File: config.mk
export PLATFORM = sky130hd
export DESIGN_NAME = ugns_ctrl
export DESIGN_NICKNAME = d
export VERILOG_FILES = /design/src/rtl/ugns_pkg.sv /design/src/rtl/ugns_ctrl.sv
export SDC_FILE = /design/constraint.sdc
export NUM_CORES = 1
export LEC_CHECK = 0
export ABC_AREA = 0
export BUFFER_PORTS_ARGS = -buffer_cell sky130_fd_sc_hd__buf_2
export CAP_MARGIN = 25
export CORE_MARGIN = 4
export CORE_UTILIZATION = 30
export DETAILED_ROUTE_END_ITERATION = 8
export PLACE_DENSITY = 0.57
export SETUP_SLACK_MARGIN = 0.02
export SLEW_MARGIN = 20
export SYNTH_ARGS = -nofsm -noshare
export SYNTH_HDL_FRONTEND = slang
export SYNTH_SLANG_ARGS = --single-unit
File: constraint.sdc
create_clock -name clk -period 1.4 [get_ports clk]
set_input_delay 0.28 -clock clk [delete_from_list [all_inputs] [get_ports clk]]
set_output_delay 0.28 -clock clk [all_outputs]
set_load 0.05 [all_outputs]
File: src/rtl/ugns_pkg.sv
package ugns_pkg;

	localparam int MAX_POINTS  = 1024;
	localparam int MAX_RESULTS = 64;
	localparam int DIMENSIONS  = 3;

	localparam int PIDX_W = $clog2(MAX_POINTS);
	localparam int CNT_W  = $clog2(MAX_POINTS + 1);
	localparam int RES_W  = (MAX_RESULTS > 1) ? $clog2(MAX_RESULTS) : 1;
	localparam int NRES_W = $clog2(MAX_RESULTS + 1);

	localparam int COORD_W = 32;
	localparam int CSIZE_W = 31;
	localparam int OIDX_W  = 10;

	typedef enum logic [1:0] {
		ACT_CLEAR  = 2'd0,
		ACT_INSERT = 2'd1,
		ACT_QUERY  = 2'd2,
		ACT_NOP    = 2'd3
	} action_t;

	typedef enum logic [2:0] {
		ST_NEIGHBOR = 3'd0,
		ST_NONE     = 3'd1,
		ST_INSERTED = 3'd2,
		ST_DROPPED  = 3'd3,
		ST_CLEARED  = 3'd4
	} status_t;

	typedef enum logic [2:0] {
		S_IDLE,
		S_DECODE,
		S_DIV,
		S_DIVW,
		S_SCAN,
		S_RESP,
		S_ORD,
		S_OLD
	} state_t;

	typedef struct packed {
		logic    accept;
		logic    div_start;
		logic [1:0] div_sel;
		logic    scan_init;
		logic    scan_run;
		logic    rd_init;
		logic    rd_issue;
		logic    out_load;
		logic    out_sel_buf;
		status_t resp_status;
		logic    clr;
		logic    ins;
	} cmd_t;

	typedef struct packed {
		logic    out_free;
		logic    div_done;
		logic    full;
		logic    scan_done;
		logic    n_zero;
		logic    rd_last;
		action_t action;
	} sts_t;

endpackage

File: src/rtl/ugns_ctrl.sv
module ugns_ctrl (
	input  logic              clk,
	input  logic              arst_n,
	input  logic              in_valid,
	output logic              in_stall,
	input  ugns_pkg::sts_t    sts,
	output ugns_pkg::cmd_t    cmd
);

	ugns_pkg::state_t state_q;
	ugns_pkg::state_t state_d;
	logic [1:0]       sel_q;

	always_ff @(posedge clk or negedge arst_n) begin
		if (!arst_n) begin
			state_q <= ugns_pkg::S_IDLE;
			sel_q   <= 2'd0;
		end else begin
			state_q <= state_d;
			if (state_q == ugns_pkg::S_DECODE) begin
				sel_q <= 2'd0;
			end else if (state_q == ugns_pkg::S_DIVW && sts.div_done) begin
				sel_q <= sel_q + 2'd1;
			end
		end
	end

	always_comb begin
		state_d = state_q;
		unique case (state_q)
			ugns_pkg::S_IDLE: begin
				if (in_valid) state_d = ugns_pkg::S_DECODE;
			end
			ugns_pkg::S_DECODE: begin
				unique case (sts.action)
					ugns_pkg::ACT_CLEAR:  state_d = ugns_pkg::S_RESP;
					ugns_pkg::ACT_INSERT: state_d = ugns_pkg::S_DIV;
					ugns_pkg::ACT_QUERY:  state_d = ugns_pkg::S_DIV;
					ugns_pkg::ACT_NOP:    state_d = ugns_pkg::S_IDLE;
				endcase
			end
			ugns_pkg::S_DIV: state_d = ugns_pkg::S_DIVW;
			ugns_pkg::S_DIVW: begin
				if (sts.div_done) begin
					if (sel_q != 2'd2)                           state_d = ugns_pkg::S_DIV;
					else if (sts.action == ugns_pkg::ACT_QUERY)  state_d = ugns_pkg::S_SCAN;
					else                                         state_d = ugns_pkg::S_RESP;
				end
			end
			ugns_pkg::S_SCAN: begin
				if (sts.scan_done) state_d = sts.n_zero ? ugns_pkg::S_RESP : ugns_pkg::S_ORD;
			end
			ugns_pkg::S_RESP: begin
				if (sts.out_free) state_d = ugns_pkg::S_IDLE;
			end
			ugns_pkg::S_ORD: state_d = ugns_pkg::S_OLD;
			ugns_pkg::S_OLD: begin
				if (sts.out_free) state_d = sts.rd_last ? ugns_pkg::S_IDLE : ugns_pkg::S_ORD;
			end
			default: state_d = ugns_pkg::S_IDLE;
		endcase
	end

	always_comb begin
		cmd             = '0;
		cmd.div_sel     = sel_q;
		cmd.resp_status = ugns_pkg::ST_NONE;
		in_stall        = (state_q != ugns_pkg::S_IDLE);
		unique case (state_q)
			ugns_pkg::S_IDLE:   cmd.accept = in_valid;
			ugns_pkg::S_DECODE: ;
			ugns_pkg::S_DIV:    cmd.div_start = 1'b1;
			ugns_pkg::S_DIVW: begin
				cmd.scan_init = sts.div_done && sel_q == 2'd2;
			end
			ugns_pkg::S_SCAN: begin
				cmd.scan_run = 1'b1;
				cmd.rd_init  = sts.scan_done;
			end
			ugns_pkg::S_RESP: begin
				priority case (sts.action)
					ugns_pkg::ACT_CLEAR:  cmd.resp_status = ugns_pkg::ST_CLEARED;
					ugns_pkg::ACT_INSERT: cmd.resp_status = sts.full ? ugns_pkg::ST_DROPPED
					                                               : ugns_pkg::ST_INSERTED;
					default:              cmd.resp_status = ugns_pkg::ST_NONE;
				endcase
				cmd.out_load = sts.out_free;
				cmd.clr = sts.out_free && sts.action == ugns_pkg::ACT_CLEAR;
				cmd.ins = sts.out_free && sts.action == ugns_pkg::ACT_INSERT && !sts.full;
			end
			ugns_pkg::S_ORD: cmd.rd_issue = 1'b1;
			ugns_pkg::S_OLD: begin
				cmd.out_load    = sts.out_free;
				cmd.out_sel_buf = 1'b1;
			end
			default: ;
		endcase
	end

endmodule

==> impl_metrics.csv <==
group,metric,value,unit
status,status,"finished, violations left",
status,violations,"negative setup slack",
clock_network,path_clk_slew,50,ps
sta,setup_violations,16,
die,row_count,15,
clock_network,cts_tree,"yes",
layout,multi_input_area,509,µm²
worst_setup_path,critPathRequiredTime,1120,ps
clock_network,clk_latency,250,ps
yosys,yosysWarnings,0,
min_path,hp-class,"input port to flip-flop",
yosys,synth_top_family_by_area,"simple AND/OR/NAND/NOR gates",
sta,clock_skew,9.42,ps
die,num_io_pins,27,
sta,hold_violations,0,
sta,worst_slew_pin_slew,294,ps
die,start_util,31.6,%
layout,final_area,1160,µm²
place,gp_congestion,0.765,
die,die_x,50.4,µm
yosys,synth_xor_area_share,0,%
worst_setup_path,critPathCaptureType,"output pin",
global_routing,grt_usage,15.7,%
drt,drtIter0Drc,9,
run,drv_cap,0,
worst_setup_path,crit_fanout,5,
drt,drc,0,
global_routing,overflow,0,
global_routing,grt_max_degree,10,
layout,finalNetCount,137,
worst_setup_path,cp.arrival,1350,ps
sta,rsz0062_at_grt,"yes",
sta,period_needed,1630,ps
yosys,synth_compound_area_share,19.7,%
clock_network,root_buffer,"clkbuf_4",
place,post_dp_cell_area,882,µm²
pwr,ir_drop,0.000970,V
yosys,syn_area,541,µm²
yosys,syn-num-nets,87,
die,die_area,2540,µm²
drt,avgRoutedWirePerCell,12.8,µm
drt,vias,706,
sta,setup_slack,-226,ps
drt,via_per_inst,4.87,
yosys,yosys.cell_types.count,29,
clock_network,htreeDepth,1,
sta,slew_headroom,80.3,%
yosys,synthAdderAreaFrac,11.6,%
place,place_ws,-184,ps
worst_setup_path,worstSetupPathType,"flip-flop to output pin",
layout,drive_gt1_share,66.7,%
yosys,yosys.area_share.simple,31.2,%
pwr,pwr_density_cell,2200,nW/µm²
sta,slew_viol_final,0,
global_routing,grt_pass1_vias,726,
clock_network,clockBufferDepth,2,
layout,areaGrowthSynthToFinish,115,%
sta,period_share,116,%
yosys,ys_ff_latch,5,
place,io_buffers,26,
layout,nFillCells,146,
drt,dr.pass1.iters,4,
die,coreArea,1710,µm²
global_routing,antenna_found_initial,0,
clock_network,clock_sinks,5,
pwr,leakage,0.548,nW
sta,fmax,0.615,GHz
yosys,syn_inst,71,
worst_setup_path,start_kind,"flip-flop",
die,die_y,50.4,µm
layout,antennaDiodeCount,0,
place,dp_hpwl,1290,µm
global_routing,grt_pass1_wl,3080,µm
layout,ff_latch_area,130,µm²
yosys,ys_seq_area_share,23.1,%
drt,ant_nets,0,
drt,totalWireLength,1860,µm
yosys,muxShareOfSynthArea,4.63,%
clock_network,cts_buffers,3,
yosys,syn_avg_cell_area,7.61,µm²
layer usage:
metal,up-vias,track usage (%),share of wire [%]
met1,335,17.9,39
met3,4,2.08,2.9
met5,-,0,0
li1,346,-,-
met2,21,28.0,57
met4,0,8.07,1.4
flip-flops by register name (all words and copies together), names as in the netlist:
register  count
sel_q         2
state_q       3
cell families (layout without fill, tap and decap cells):
group	after synthesis	count (layout)
DFF	5	5
AOI/OAI and AO/OA	16	16
adders and majority gates	5	5
and+or+nand+nor	31	31
muxes	2	2
buffers and inverters	12	61
cell usage in the layout (no fill, tap or decap), types with 2 or more instances in the layout:
cell type and count:
clkbuf_4 3, a21oi_1 3, and2_4 3, buf_2 12, nor3_4 2, nor2b_1 4
and3_4 3, buf_4 16, a31oi_1 2, dfrtp_2 4, a22o_1 2, inv_1 6
nor2_1 2, nand2_1 2, buf_8 5, nor2_4 5, ha_1 4, o21ai_1 2
buf_6 15, inv_2 2
path summary, 6_finish.rpt:
| check | start | end | slack [ps] | cells after the start |
|---|---|---|---|---|
| hold / removal | sts[7] | state_q[2] | 290 | 2 |
| min in group asynchronous | arst_n | state_q[2] | 370 | 2 |
| hold reg to reg | sel_q[1] | sel_q[1] | 580 | 1 |
| max in group asynchronous | arst_n | sel_q[1] | 880 | 2 |
| setup / recovery | state_q[0] | cmd[14] | -230 | 3 |
| setup reg to reg | state_q[0] | state_q[0] | -100 | 6 |
worst max-delay path, stage by stage (launching register included):
cell and delay [ps]:
dfrtp_2 450, or3_4 400, nor2_4 90, buf_6 160
final cells by class:
cell class	count	share of cell area [%]
repair buffers	49	37.4
flip-flops and latches	5	11.2
clock buffers	4	2.26
inverters	8	2.59
well taps	25	2.69
multi-input cells	54	43.9
cell usage after synthesis (all sizes together):
master / instances / area share [%]
inv: 8 / 5.6
a22o: 2 / 3.2
a21oi: 3 / 2.8
nor2b: 4 / 4.6
o31a: 1 / 1.6
buf: 4 / 4.2
and3: 5 / 5.8
and3b: 1 / 1.6
nand2: 3 / 2.1
nand3: 2 / 1.9
ha: 5 / 12
mux2i: 1 / 1.9
o21ai: 4 / 3.7
or2b: 1 / 1.4
a211oi: 1 / 1.4
nor3: 2 / 1.9
nand2b: 1 / 1.2
dfrtp: 5 / 23
or3: 1 / 1.2
nand3b: 1 / 1.4
mux2: 1 / 2.8
nor2: 7 / 4.9
and2: 3 / 3.5
o22ai: 2 / 3.5
a31oi: 3 / 3.5
per-stage QoR:
stage / power, mW / setup TNS (ps) / std cells / util [%] / hold WS [ps]
floorplan: 1.45 / -1030 / 71 / - / -15.6
global placement: 1.84 / -738 / 132 / 51.6 / 95.7
detailed placement: 1.86 / -883 / 132 / 51.6 / 97.3
CTS: 2.49 / -2370 / 145 / 66.4 / 281
global route: 2.71 / -2970 / 145 / 68.0 / 303
finish: 2.55 / -2230 / 145 / 68.0 / 292
where the power goes:
part           leakage, nW  total (mW)  switching [mW]  internal, mW
logic                0.476        2.05            1.08         0.974
registers           0.0573       0.322          0.0984         0.223
clock network       0.0150       0.177          0.0683         0.108
total                0.548        2.55            1.24          1.31
what timing repair did:
action,CTS,global route
cloned,0,0
hold buffers,1,0
endpoints found under the setup margin,16,17
gates resized for setup,47,10
hold endpoints to repair,5,0
pin swaps,9,6
buffers inserted,8,1
(Power assumes the default switching activity.)
